<file path="src/double_ended_queue_assert.svh">
// Assertion macros for the deque RTL, used by its controller.
// Each macro checks a clocked implication and is disabled while reset is asserted.
`ifndef DOUBLE_ENDED_QUEUE_ASSERT_SVH
`define DOUBLE_ENDED_QUEUE_ASSERT_SVH

// The consequent must hold in the same cycle as the antecedent.
`define DQ_ASSERT_IMPLY(name, clk, rst_n, ante, cons) \
    name: assert property (@(posedge clk) disable iff (!rst_n) (ante) |-> (cons)) \
        else $error("double_ended_queue: assertion failed");

// The consequent must hold in the cycle after the antecedent.
`define DQ_ASSERT_NEXT(name, clk, rst_n, ante, cons) \
    name: assert property (@(posedge clk) disable iff (!rst_n) (ante) |=> (cons)) \
        else $error("double_ended_queue: assertion failed");

`endif

</file>
<file path="src/dq_pkg.sv">
`timescale 1ns / 1ps
`default_nettype none

package dq_pkg;

    localparam int DEPTH_DEF      = 1024;
    localparam int DATA_WIDTH_DEF = 32;
    localparam int WORD_W         = 32;
    localparam int OP_W           = 3;

    typedef enum logic [OP_W-1:0] {
        OP_PUSH_FRONT = 3'd0,
        OP_PUSH_BACK  = 3'd1,
        OP_POP_FRONT  = 3'd2,
        OP_POP_BACK   = 3'd3,
        OP_PEEK_FRONT = 3'd4,
        OP_PEEK_BACK  = 3'd5,
        OP_CLEAR      = 3'd6
    } t_op;

    typedef enum logic [1:0] {
        ST_OK    = 2'd0,
        ST_EMPTY = 2'd1,
        ST_FULL  = 2'd2
    } t_status;

    // What every cell of one lane does in a cycle.
    typedef enum logic [1:0] {
        LANE_HOLD   = 2'd0,
        LANE_PUSH   = 2'd1,
        LANE_POP    = 2'd2,
        LANE_APPEND = 2'd3
    } t_lane_op;

    typedef struct packed {
        t_lane_op a_op;
        t_lane_op b_op;
    } t_cell_ctl;

    typedef enum logic [1:0] {
        HEAD_NONE = 2'd0,
        HEAD_A    = 2'd1,
        HEAD_B    = 2'd2
    } t_head_sel;

endpackage

`default_nettype wire

</file>
<file path="src/dq_cell.sv">
`timescale 1ns / 1ps
`default_nettype none

module dq_cell #(
    parameter int DEPTH      = dq_pkg::DEPTH_DEF,
    parameter int DATA_WIDTH = dq_pkg::DATA_WIDTH_DEF,
    parameter int IDX        = 0
) (
    input  wire logic                         i_clk,
    input  wire dq_pkg::t_cell_ctl            i_ctl,
    input  wire logic [$clog2(DEPTH+1)-1:0]   i_count,
    input  wire logic [DATA_WIDTH-1:0]        i_value,
    input  wire logic [DATA_WIDTH-1:0]        i_a_prev,
    input  wire logic [DATA_WIDTH-1:0]        i_b_prev,
    input  wire logic [DATA_WIDTH-1:0]        i_a_next,
    input  wire logic [DATA_WIDTH-1:0]        i_b_next,
    output logic      [DATA_WIDTH-1:0]        o_a,
    output logic      [DATA_WIDTH-1:0]        o_b
);
    import dq_pkg::*;

    localparam int CNT_W = $clog2(DEPTH + 1);
    localparam logic [CNT_W-1:0] MY_IDX = CNT_W'(IDX);

    logic [DATA_WIDTH-1:0] r_a;
    logic [DATA_WIDTH-1:0] r_b;
    logic [DATA_WIDTH-1:0] n_a;
    logic [DATA_WIDTH-1:0] n_b;
    logic                  at_tail;

    // The cell just past the last held element takes an appended word.
    assign at_tail = (i_count == MY_IDX);

    always_comb begin
        n_a = r_a;
        case (i_ctl.a_op)
            LANE_PUSH:   n_a = i_a_prev;
            LANE_POP:    n_a = i_a_next;
            LANE_APPEND: if (at_tail) begin
                n_a = i_value;
            end
            default:     n_a = r_a;
        endcase
    end

    always_comb begin
        n_b = r_b;
        case (i_ctl.b_op)
            LANE_PUSH:   n_b = i_b_prev;
            LANE_POP:    n_b = i_b_next;
            LANE_APPEND: if (at_tail) begin
                n_b = i_value;
            end
            default:     n_b = r_b;
        endcase
    end

    always_ff @(posedge i_clk) begin
        r_a <= n_a;
        r_b <= n_b;
    end

    assign o_a = r_a;
    assign o_b = r_b;

endmodule

`default_nettype wire

</file>
<file path="config.mk">
export PLATFORM = sky130hd
export DESIGN_NAME = dq_cell
export DESIGN_NICKNAME = d
export VERILOG_FILES = /design/src/double_ended_queue_assert.svh /design/src/dq_pkg.sv /design/src/dq_cell.sv
export SDC_FILE = /design/constraint.sdc
export NUM_CORES = 1
export LEC_CHECK = 0
export BUFFER_PORTS_ARGS = -buffer_cell sky130_fd_sc_hd__buf_2
export CORE_ASPECT_RATIO = 1.25
export CORE_MARGIN = 2
export CORE_UTILIZATION = 38
export CTS_BUF_LIST = sky130_fd_sc_hd__clkbuf_4
export DETAILED_ROUTE_END_ITERATION = 12
export PLACE_DENSITY = 0.8
export SYNTH_ARGS = -nofsm -noshare
export SYNTH_HDL_FRONTEND = slang
export SYNTH_SLANG_ARGS = --single-unit
export TNS_END_PERCENT = 100
</file>
<file path="constraint.sdc">
create_clock -name i_clk -period 3.2 [get_ports i_clk]
set_clock_uncertainty 0.05 [all_clocks]
set_input_delay 0.64 -clock i_clk [delete_from_list [all_inputs] [get_ports i_clk]]
set_output_delay 0.64 -clock i_clk [all_outputs]
set_load 0.05 [all_outputs]
</file>
==> impl_metrics.yaml <==
run_status:
  status: "finished, final reports clean"
clock_network:
  ctsResizeCount: 0
  numCtsBuffers: 9
  ctsLongestPathBuffers: 2
  path_clk_slew_ps: 100
  post-cts-setup-buffer-count: 0
  cts_tree: "yes"
  clock-sinks: 64
  cts-root-buf: "clkbuf_4"
  htree_levels: 3
  ctsHoldBuffers: 0
worst_setup_path:
  cp_max_fo: 32
  end_kind: "register"
  startpoint_type: "primary input"
  worstPathArrival_ps: 2120
  critPathKind: "in2reg"
  cp.required_ps: 3190
  critPathLaunch: "i_count[2]"
synthesis:
  syn-num-nets: 408
  syn-cell-area_um2: 3190
  synth_seq_cells: 64
  synth_top_area_frac: 0.602
  netlist-cell-type-count: 12
  yosysSeqAreaShare: 0.602
  yosys.area.top_type: "edfxtp_1"
  synth_area_per_cell_um2: 14.0
  synth_area_leaders: "edfxtp_1 60%, a22o_1 18%, a21o_1 15%"
  ys_warn_count: 0
  syn_inst: 228
sta:
  rsz0062_at_grt: "false"
  slew_headroom: 0.694
  slew_viol_final: 0
  worst_pin_slew_ps: 459
  setup_viol: 0
  fmax_ghz: 0.470
  hold_viol_final: 0
  post-route-period-util: 0.665
  finalSetupTns_ps: 0
  fin_crit_ps: 2130
power:
  p_switching_mw: 0.950
  finalPower_mw: 2.51
  internal-power_mw: 1.56
  combPwrFrac: 0.358
  leakage_nw: 2.44
  clkPwrFrac: 0.204
  max-vdd-ir-drop_mv: 0.220
  netSwitchingFraction: 0.379
  p_per_area_nw_per_um2: 539
  p_seq_frac: 0.439
finish:
  instances_no_fill: 569
  n_fill_cell: 716
  design_area_um2: 4650
  nets: 646
  utilization: 0.568
  syn2layout_area_growth_pct: 45.7
  final_layout_size_suffix_gt1_frac: 0.569
routing:
  wl_um: 10600
  avgViaCountPerCell: 5.47
  drtIter0Drc: 163
  via_count: 3111
  wl_per_cell_um: 18.6
  ant_nets: 0
  drt-pass1-iter-count: 5
  drcViolationCount: 0
die:
  ios: 240
  die_x_um: 86.0
  fp.coreArea_um2: 8190
  die-area_um2: 9150
  start_util: 0.390
  die_y_um: 106
  row_count: 37
job:
  cap_violations: 0
global_route:
  grt_pass1_vias: 3208
  antenna_found_initial: 1
  grt_max_degree: 35
  grt-ovfl-total: 0
  grt_pass1_wl_um: 15400
  gr-usage-all-layers: 0.225
min_path:
  whs_path_depth: 2
  hp-start: "i_b_prev[23]"
  hold_path.class: "in2reg"
place:
  gp_congestion: 0.783
  place_area_um2: 4520
  placed_cells: 552
  port_buffers: 239
==> logic make-up (layout without fill, tap and decap cells) <==
logic type | after synthesis | count (layout) | synth area share
flip-flops | 64 | 64 | 0.602
adder cells (fa/ha/maj) | 4 | 4 | 0.0157
AO/OA/AOI/OAI | 130 | 130 | 0.336
buffers and inverters | 24 | 267 | 0.0314
AND/OR/NAND/NOR | 6 | 6 | 0.0145
other | 0 | 1 | 0
==> cells in the final DEF, fill, tap and decap left out, drive strengths merged <==
master and n:
clkinv 4, o32ai 2, edfxtp 64, clkinvlp 2, or4 2, clkbuf 9
a22o 64, or4b 2, inv 2, nor2 2, bufinv 1, a21o 64
buf 249, ha 4, diode 1
==> registers in the layout, indices dropped and copies added, names as in the netlist <==
| name | cells |
|---|---|
| o_b | 32 |
| o_a | 32 |
==> stage by stage <==
step	worst slack, ps	hold slack (ps)
floorplan	484	775
global placement	724	861
detailed placement	652	863
CTS	1100	420
global route	1040	414
finish	1070	459
==> power groups by stage <==
stage | combinational, mW | clock, mW | sequential, mW
after floorplan | 0.183 | 0 | 1.55
after global placement | 0.885 | 0 | 1.12
after detailed placement | 0.899 | 0 | 1.12
after CTS | 0.900 | 0.534 | 1.10
after global routing | 0.937 | 0.573 | 1.11
final | 0.897 | 0.511 | 1.10
==> area by class of cell <==
cell class                 count  area, um2  area share
clock buffer                   9       67.6      0.0145
antenna                        1       2.50    0.000538
clock inverter                 7       62.6      0.0134
timing repair buffer         249       1270       0.273
tap                           97        121      0.0261
multi-input combinational    140       1200       0.257
inverter                       2       7.51     0.00161
sequential                    64       1920       0.413
==> metal layers <==
metal  up-vias  global-route usage  part of all wire
met5         -                   0                 0
met4         0              0.0952             0.021
li1       1414                   -                 -
met3        21              0.0629             0.094
met2       187               0.414              0.53
met1      1489               0.235              0.35
==> critical path, stage by stage <==
cell and delay (ps):
buf_2 100, or4_1 630, o32ai_4 290, buf_4 450
==> final timing paths <==
check                 end  slack (ps)
setup / recovery   o_a[9]        1070
hold / removal    o_b[23]         460
==> synth_stat cells, drive strengths merged <==
master	number
or4	2
o32ai	2
a21o	64
clkbuf	14
or4b	2
edfxtp	64
nor2	2
a22o	64
ha	4
inv	2
buf	8
No activity file was read; power rests on OpenSTA's default activity.
