===== src/double_ended_queue_assert.svh =====
// Assertion macros for the deque RTL, used by its controller.
// Each macro checks a clocked implication and is disabled while reset is asserted.
`ifndef DOUBLE_ENDED_QUEUE_ASSERT_SVH
`define DOUBLE_ENDED_QUEUE_ASSERT_SVH

// The consequent must hold in the same cycle as the antecedent.
`define DQ_ASSERT_IMPLY(name, clk, rst_n, ante, cons) \
    name: assert property (@(posedge clk) disable iff (!rst_n) (ante) |-> (cons)) \
        else $error("double_ended_queue: assertion failed");

// The consequent must hold in the cycle after the antecedent.
`define DQ_ASSERT_NEXT(name, clk, rst_n, ante, cons) \
    name: assert property (@(posedge clk) disable iff (!rst_n) (ante) |=> (cons)) \
        else $error("double_ended_queue: assertion failed");

`endif


===== src/dq_pkg.sv =====
`timescale 1ns / 1ps
`default_nettype none

package dq_pkg;

    localparam int DEPTH_DEF      = 1024;
    localparam int DATA_WIDTH_DEF = 32;
    localparam int WORD_W         = 32;
    localparam int OP_W           = 3;

    typedef enum logic [OP_W-1:0] {
        OP_PUSH_FRONT = 3'd0,
        OP_PUSH_BACK  = 3'd1,
        OP_POP_FRONT  = 3'd2,
        OP_POP_BACK   = 3'd3,
        OP_PEEK_FRONT = 3'd4,
        OP_PEEK_BACK  = 3'd5,
        OP_CLEAR      = 3'd6
    } t_op;

    typedef enum logic [1:0] {
        ST_OK    = 2'd0,
        ST_EMPTY = 2'd1,
        ST_FULL  = 2'd2
    } t_status;

    // What every cell of one lane does in a cycle.
    typedef enum logic [1:0] {
        LANE_HOLD   = 2'd0,
        LANE_PUSH   = 2'd1,
        LANE_POP    = 2'd2,
        LANE_APPEND = 2'd3
    } t_lane_op;

    typedef struct packed {
        t_lane_op a_op;
        t_lane_op b_op;
    } t_cell_ctl;

    typedef enum logic [1:0] {
        HEAD_NONE = 2'd0,
        HEAD_A    = 2'd1,
        HEAD_B    = 2'd2
    } t_head_sel;

endpackage

`default_nettype wire


===== src/dq_ctrl.sv =====
`timescale 1ns / 1ps
`default_nettype none
`include "double_ended_queue_assert.svh"

module dq_ctrl #(
    parameter int DEPTH      = dq_pkg::DEPTH_DEF,
    parameter int DATA_WIDTH = dq_pkg::DATA_WIDTH_DEF
) (
    input  wire logic                           i_clk,
    input  wire logic                           i_rst_n,
    input  wire logic                           start,
    output logic                                busy,
    input  wire logic [dq_pkg::OP_W-1:0]        i_operation,
    input  wire logic [dq_pkg::WORD_W-1:0]      i_value,
    input  wire logic [DATA_WIDTH-1:0]          i_a_head,
    input  wire logic [DATA_WIDTH-1:0]          i_b_head,
    output dq_pkg::t_cell_ctl                   o_ctl,
    output logic      [DATA_WIDTH-1:0]          o_value,
    output logic                                o_done,
    output dq_pkg::t_status                     o_status,
    output logic      [dq_pkg::WORD_W-1:0]      o_data,
    output logic      [$clog2(DEPTH+1)-1:0]     o_count
);
    import dq_pkg::*;

    localparam int CNT_W = $clog2(DEPTH + 1);
    localparam logic [CNT_W-1:0] FULL_CNT = CNT_W'(DEPTH);

    logic                  r_ready;
    logic                  r_done;
    logic [CNT_W-1:0]      r_count;
    logic [CNT_W-1:0]      n_count;
    t_status               r_status;
    t_status               n_status;
    logic [DATA_WIDTH-1:0] r_word;
    logic [DATA_WIDTH-1:0] head_word;
    t_head_sel             head_sel;
    t_op                   op;
    logic                  accept;
    logic                  full;
    logic                  empty;

    assign busy   = ~r_ready;
    assign accept = start & r_ready;
    assign full   = (r_count == FULL_CNT);
    assign empty  = (r_count == '0);
    assign op     = t_op'(i_operation);

    always_comb begin
        n_count      = r_count;
        n_status     = ST_OK;
        head_sel     = HEAD_NONE;
        o_ctl.a_op   = LANE_HOLD;
        o_ctl.b_op   = LANE_HOLD;
        if (accept) begin
            case (op)
                OP_PUSH_FRONT: begin
                    if (full) begin
                        n_status = ST_FULL;
                    end else begin
                        o_ctl.a_op = LANE_PUSH;
                        o_ctl.b_op = LANE_APPEND;
                        n_count    = r_count + 1'b1;
                    end
                end
                OP_PUSH_BACK: begin
                    if (full) begin
                        n_status = ST_FULL;
                    end else begin
                        o_ctl.b_op = LANE_PUSH;
                        o_ctl.a_op = LANE_APPEND;
                        n_count    = r_count + 1'b1;
                    end
                end
                OP_POP_FRONT: begin
                    if (empty) begin
                        n_status = ST_EMPTY;
                    end else begin
                        head_sel   = HEAD_A;
                        o_ctl.a_op = LANE_POP;
                        n_count    = r_count - 1'b1;
                    end
                end
                OP_POP_BACK: begin
                    if (empty) begin
                        n_status = ST_EMPTY;
                    end else begin
                        head_sel   = HEAD_B;
                        o_ctl.b_op = LANE_POP;
                        n_count    = r_count - 1'b1;
                    end
                end
                OP_PEEK_FRONT: begin
                    if (empty) begin
                        n_status = ST_EMPTY;
                    end else begin
                        head_sel = HEAD_A;
                    end
                end
                OP_PEEK_BACK: begin
                    if (empty) begin
                        n_status = ST_EMPTY;
                    end else begin
                        head_sel = HEAD_B;
                    end
                end
                OP_CLEAR: begin
                    n_count = '0;
                end
                default: begin
                    n_count = r_count;
                end
            endcase
        end
    end

    always_comb begin
        case (head_sel)
            HEAD_A:  head_word = i_a_head;
            HEAD_B:  head_word = i_b_head;
            default: head_word = '0;
        endcase
    end

    always_ff @(posedge i_clk) begin
        if (!i_rst_n) begin
            r_ready <= 1'b0;
            r_done  <= 1'b0;
            r_count <= '0;
        end else begin
            r_ready <= 1'b1;
            r_done  <= accept;
            r_count <= n_count;
        end
    end

    always_ff @(posedge i_clk) begin
        r_status <= n_status;
        r_word   <= head_word;
    end

    assign o_done   = r_done;
    assign o_status = r_status;
    assign o_count  = r_count;

    generate
        if (DATA_WIDTH == WORD_W) begin : g_same
            assign o_value = i_value;
            assign o_data  = r_word;
        end else if (DATA_WIDTH < WORD_W) begin : g_narrow
            assign o_value = i_value[DATA_WIDTH-1:0];
            assign o_data  = {{(WORD_W - DATA_WIDTH){r_word[DATA_WIDTH-1]}}, r_word};
        end else begin : g_wide
            assign o_value = {{(DATA_WIDTH - WORD_W){i_value[WORD_W-1]}}, i_value};
            assign o_data  = r_word[WORD_W-1:0];
        end
    endgenerate

    `DQ_ASSERT_IMPLY(a_count_bound, i_clk, i_rst_n, r_ready, r_count <= FULL_CNT)
    `DQ_ASSERT_NEXT(a_done_follows, i_clk, i_rst_n, accept, o_done)
    `DQ_ASSERT_IMPLY(a_err_no_data, i_clk, i_rst_n, o_done && (o_status != ST_OK), o_data == '0)
    `DQ_ASSERT_IMPLY(a_full_at_depth, i_clk, i_rst_n, o_done && (o_status == ST_FULL), o_count == FULL_CNT)
    `DQ_ASSERT_IMPLY(a_empty_at_zero, i_clk, i_rst_n, o_done && (o_status == ST_EMPTY), o_count == '0)

endmodule

`default_nettype wire


===== config.mk =====
export PLATFORM = sky130hd
export DESIGN_NAME = dq_ctrl
export DESIGN_NICKNAME = d
export VERILOG_FILES = /design/src/dq_pkg.sv /design/src/dq_ctrl.sv
export VERILOG_INCLUDE_DIRS = /design/src /design/src/src
export SDC_FILE = /design/constraint.sdc
export NUM_CORES = 1
export LEC_CHECK = 0
export BUFFER_PORTS_ARGS = -buffer_cell sky130_fd_sc_hd__buf_2
export CORE_AREA = 2 2 97 71
export DETAILED_ROUTE_END_ITERATION = 8
export DIE_AREA = 0 0 99 73
export GPL_TIMING_DRIVEN = 1
export PLACE_DENSITY = 0.78
export SLEW_MARGIN = 20
export SYNTH_ARGS = -nofsm -noshare
export SYNTH_HDL_FRONTEND = slang
export SYNTH_SLANG_ARGS = --single-unit
export TNS_END_PERCENT = 20

===== constraint.sdc =====
create_clock -name i_clk -period 3.6 [get_ports i_clk]
set_input_delay 0.72 -clock i_clk [delete_from_list [all_inputs] [get_ports i_clk]]
set_output_delay 0.72 -clock i_clk [all_outputs]
set_load 0.1 [all_outputs]

==> metrics.cfg <==
[yosys]
yosysUniqueCellTypes=46
synthArstFlopShare_pct=0
synth.avg_cell_area_sq_um=8.956
synth-seq-cells=47
yosys_warnings=0
netlist_area_sq_mm=0.002436
synth-edff-count=0
synth_nets=387
ys.flop_type=dfxtp_1
seq_area_frac_synth_pct=38.62
netlist_instances=272

[worst_setup_path]
end_kind=output pin
path_max_fanout=7
worstSetupStartpointType=flop
reg2reg_depth=8
worstPathArrival_ns=2.41
rr_endpoint=o_data[22]
criticalPathCategory=flop to output pin
reg2reg_from=o_count[4]
r2r_slack_ns=0.85
worst_ep_required_time_ns=2.88

[cells_and_area]
fin_cells=438
drive_gt1_share_pct=39.78
postLayoutCellArea_sq_mm=0.002983
layout_commonest_cell=buf_2
nets=471
area_delta_synth_final_pct=22.44
diodes=0
layout_common_cells=120 x buf_2, 47 x dfxtp_1, 46 x nor2_1
fillCellCount=637

[timing]
min_period_over_period_pct=86.84
clock-skew-final_ns=0.01982
setup_viol=0
worst_slack_ns=0.4737
worstMarginPinSlew_ns=0.6127
max_slew_margin_pct=59.15
finalHoldViolCount=0
grt_setup_unrepaired=false
whs_ns=0.5503
timing.fmax_ghz=0.3199
layout_min_cycle_time_ns=3.126
maxSlewViolCount=0

[clock_tree]
cts.path.max_buffers=2
clock_latency_ns=0.30
cts.clk_slew.worst_paths_ns=0.10
clock-root-buffer=clkbuf_8
clkSinkCount=47
postCtsSetupRepairBufs=0
htree_levels=2
cts_buffers=5
cts_tree=yes
cts_hold_buf=0
ctsResizeCount=0

[detailed_routing]
wl_mm=6.630
drt_iter0_markers=111
via_per_inst=5.201
wl_per_cell_microns=15.14
first_pass_iters=5
ant_nets=0
num_vias=2278
drcViolationCount=0

[global_route]
grt_pass1_vias=2050
grt_pass1_wl_mm=9.956
grt_max_degree=33
antenna_found_initial=0
grt.total_usage_pct=16.97
grt_overflow=0

[min_path]
hold_end=o_done
whs_path_depth=2
min_from=r_ready
hold_path_class=flop to flop

[placement]
portBuffers=120
placed_cell_area_sq_mm=0.002863
dp_hpwl_mm=5.049
gp_congestion=0.8837
dp_cells=430
pre_cts_slack_ns=0.5321

[pwr]
p_per_area_mw_per_mm2=371.4
leakagePower_nw=1.418
ir_worst_vdd_mv=0.1627

[floorplan]
dieArea_sq_mm=0.007227
fp.dieH_microns=73
initial_utilization_pct=37.99
die_x_microns=99
num_io_pins=185
rows=25
coreArea_sq_mm=0.006412

[outcome]
status=complete, no violations

[flow_run]
maxCapViolCount=0

[final cells by class]
type                       instances  area [sq um]  area share, %
multi-input combinational        173          1187          39.81
sequential                        47         940.9          31.54
timing repair buffer             121         608.1          20.39
tap                               81         101.3          3.398
clock buffer                       5         68.82          2.307
clock inverter                     3         46.29          1.552
inverter                           8         30.03          1.007
[power by group]
part | internal, mW | switching [mW] | leakage, nW
logic | 0.0650 | 0.118 | 0.984
clock network | 0.209 | 0.185 | 0.0548
registers | 0.525 | 0.00551 | 0.379
total | 0.799 | 0.309 | 1.42
[critical path, cell delays in order (launching register included)]
cell,delay [ns]
dfxtp_1,0.38
or4_4,0.57
nor4_4,0.43
and2_2,0.27
o22a_1,0.14
nor2_2,0.03
buf_2,0.29
[registers in the layout (all words and copies together) (netlist names)]
name,count
o_data,32
o_count,11
o_status,2
o_done,1
r_ready,1
[cell usage after synthesis (2+ instances only)]
master / n / area share (%)
clkbuf_1: 12 / 1.8
o21bai_1: 2 / 0.62
dfxtp_1: 47 / 39
and3_1: 2 / 0.51
xor2_1: 2 / 0.72
nand2b_1: 2 / 0.51
a21o_1: 6 / 1.8
ha_1: 12 / 6.2
or2_2: 2 / 0.51
a21o_2: 2 / 0.72
buf_4: 32 / 9.9
inv_1: 8 / 1.2
nand3b_1: 2 / 0.62
nand3_1: 6 / 1.2
o211ai_1: 3 / 0.92
nand4_1: 2 / 0.51
nor3_1: 3 / 0.62
xnor2_1: 5 / 1.8
a21oi_1: 5 / 1.0
nor2_1: 47 / 7.2
nand2_1: 7 / 1.1
a22oi_1: 37 / 11
a2111oi_0: 2 / 0.72
o22a_1: 2 / 0.72
[cells by family (layout without fill, tap and decap cells)]
family	Yosys count	in the layout	share of synthesized area (%)
and+or+nand+nor	81	81	15.97
AOI/OAI and AO/OA	71	71	22.55
buffers and inverters	52	137	12.94
DFF	47	47	38.62
adders and majority gates	13	13	6.985
xor gates and xnor gates	7	7	2.517
muxes	1	1	0.4109
[worst max-delay path by stage]
| stage | startpoint | to | slack, ns | cells past startpoint |
|---|---|---|---|---|
| floorplan | o_count[0] | o_ctl[1] | -0.22 | 5 |
| global placement | i_operation[2] | o_count[10] | 0.64 | 9 |
| detailed placement | o_count[4] | o_data[10] | 0.53 | 8 |
| CTS | o_count[4] | o_ctl[3] | 0.47 | 6 |
| global route | o_count[4] | o_ctl[3] | 0.35 | 6 |
| finish | o_count[4] | o_ctl[3] | 0.47 | 6 |
[through the flow]
| stage | util [%] | power, mW | TNS (ns) |
|---|---|---|---|
| finish | 46.52 | 1.108 | 0 |
| global route | 46.52 | 1.156 | 0 |
| CTS | 46.44 | 1.118 | 0 |
| detailed placement | 44.64 | 0.7236 | 0 |
| global placement | 44.64 | 0.7188 | 0 |
| floorplan | - | 0.8285 | -0.2699 |
[per-layer routing]
layer | GRT usage [%] | share of wire [%]
met4 | 6.545 | 2.2
met3 | 4.310 | 5.4
met2 | 25.98 | 48
met5 | 0 | 0
met1 | 23.12 | 44
(Power assumes the default switching activity.)
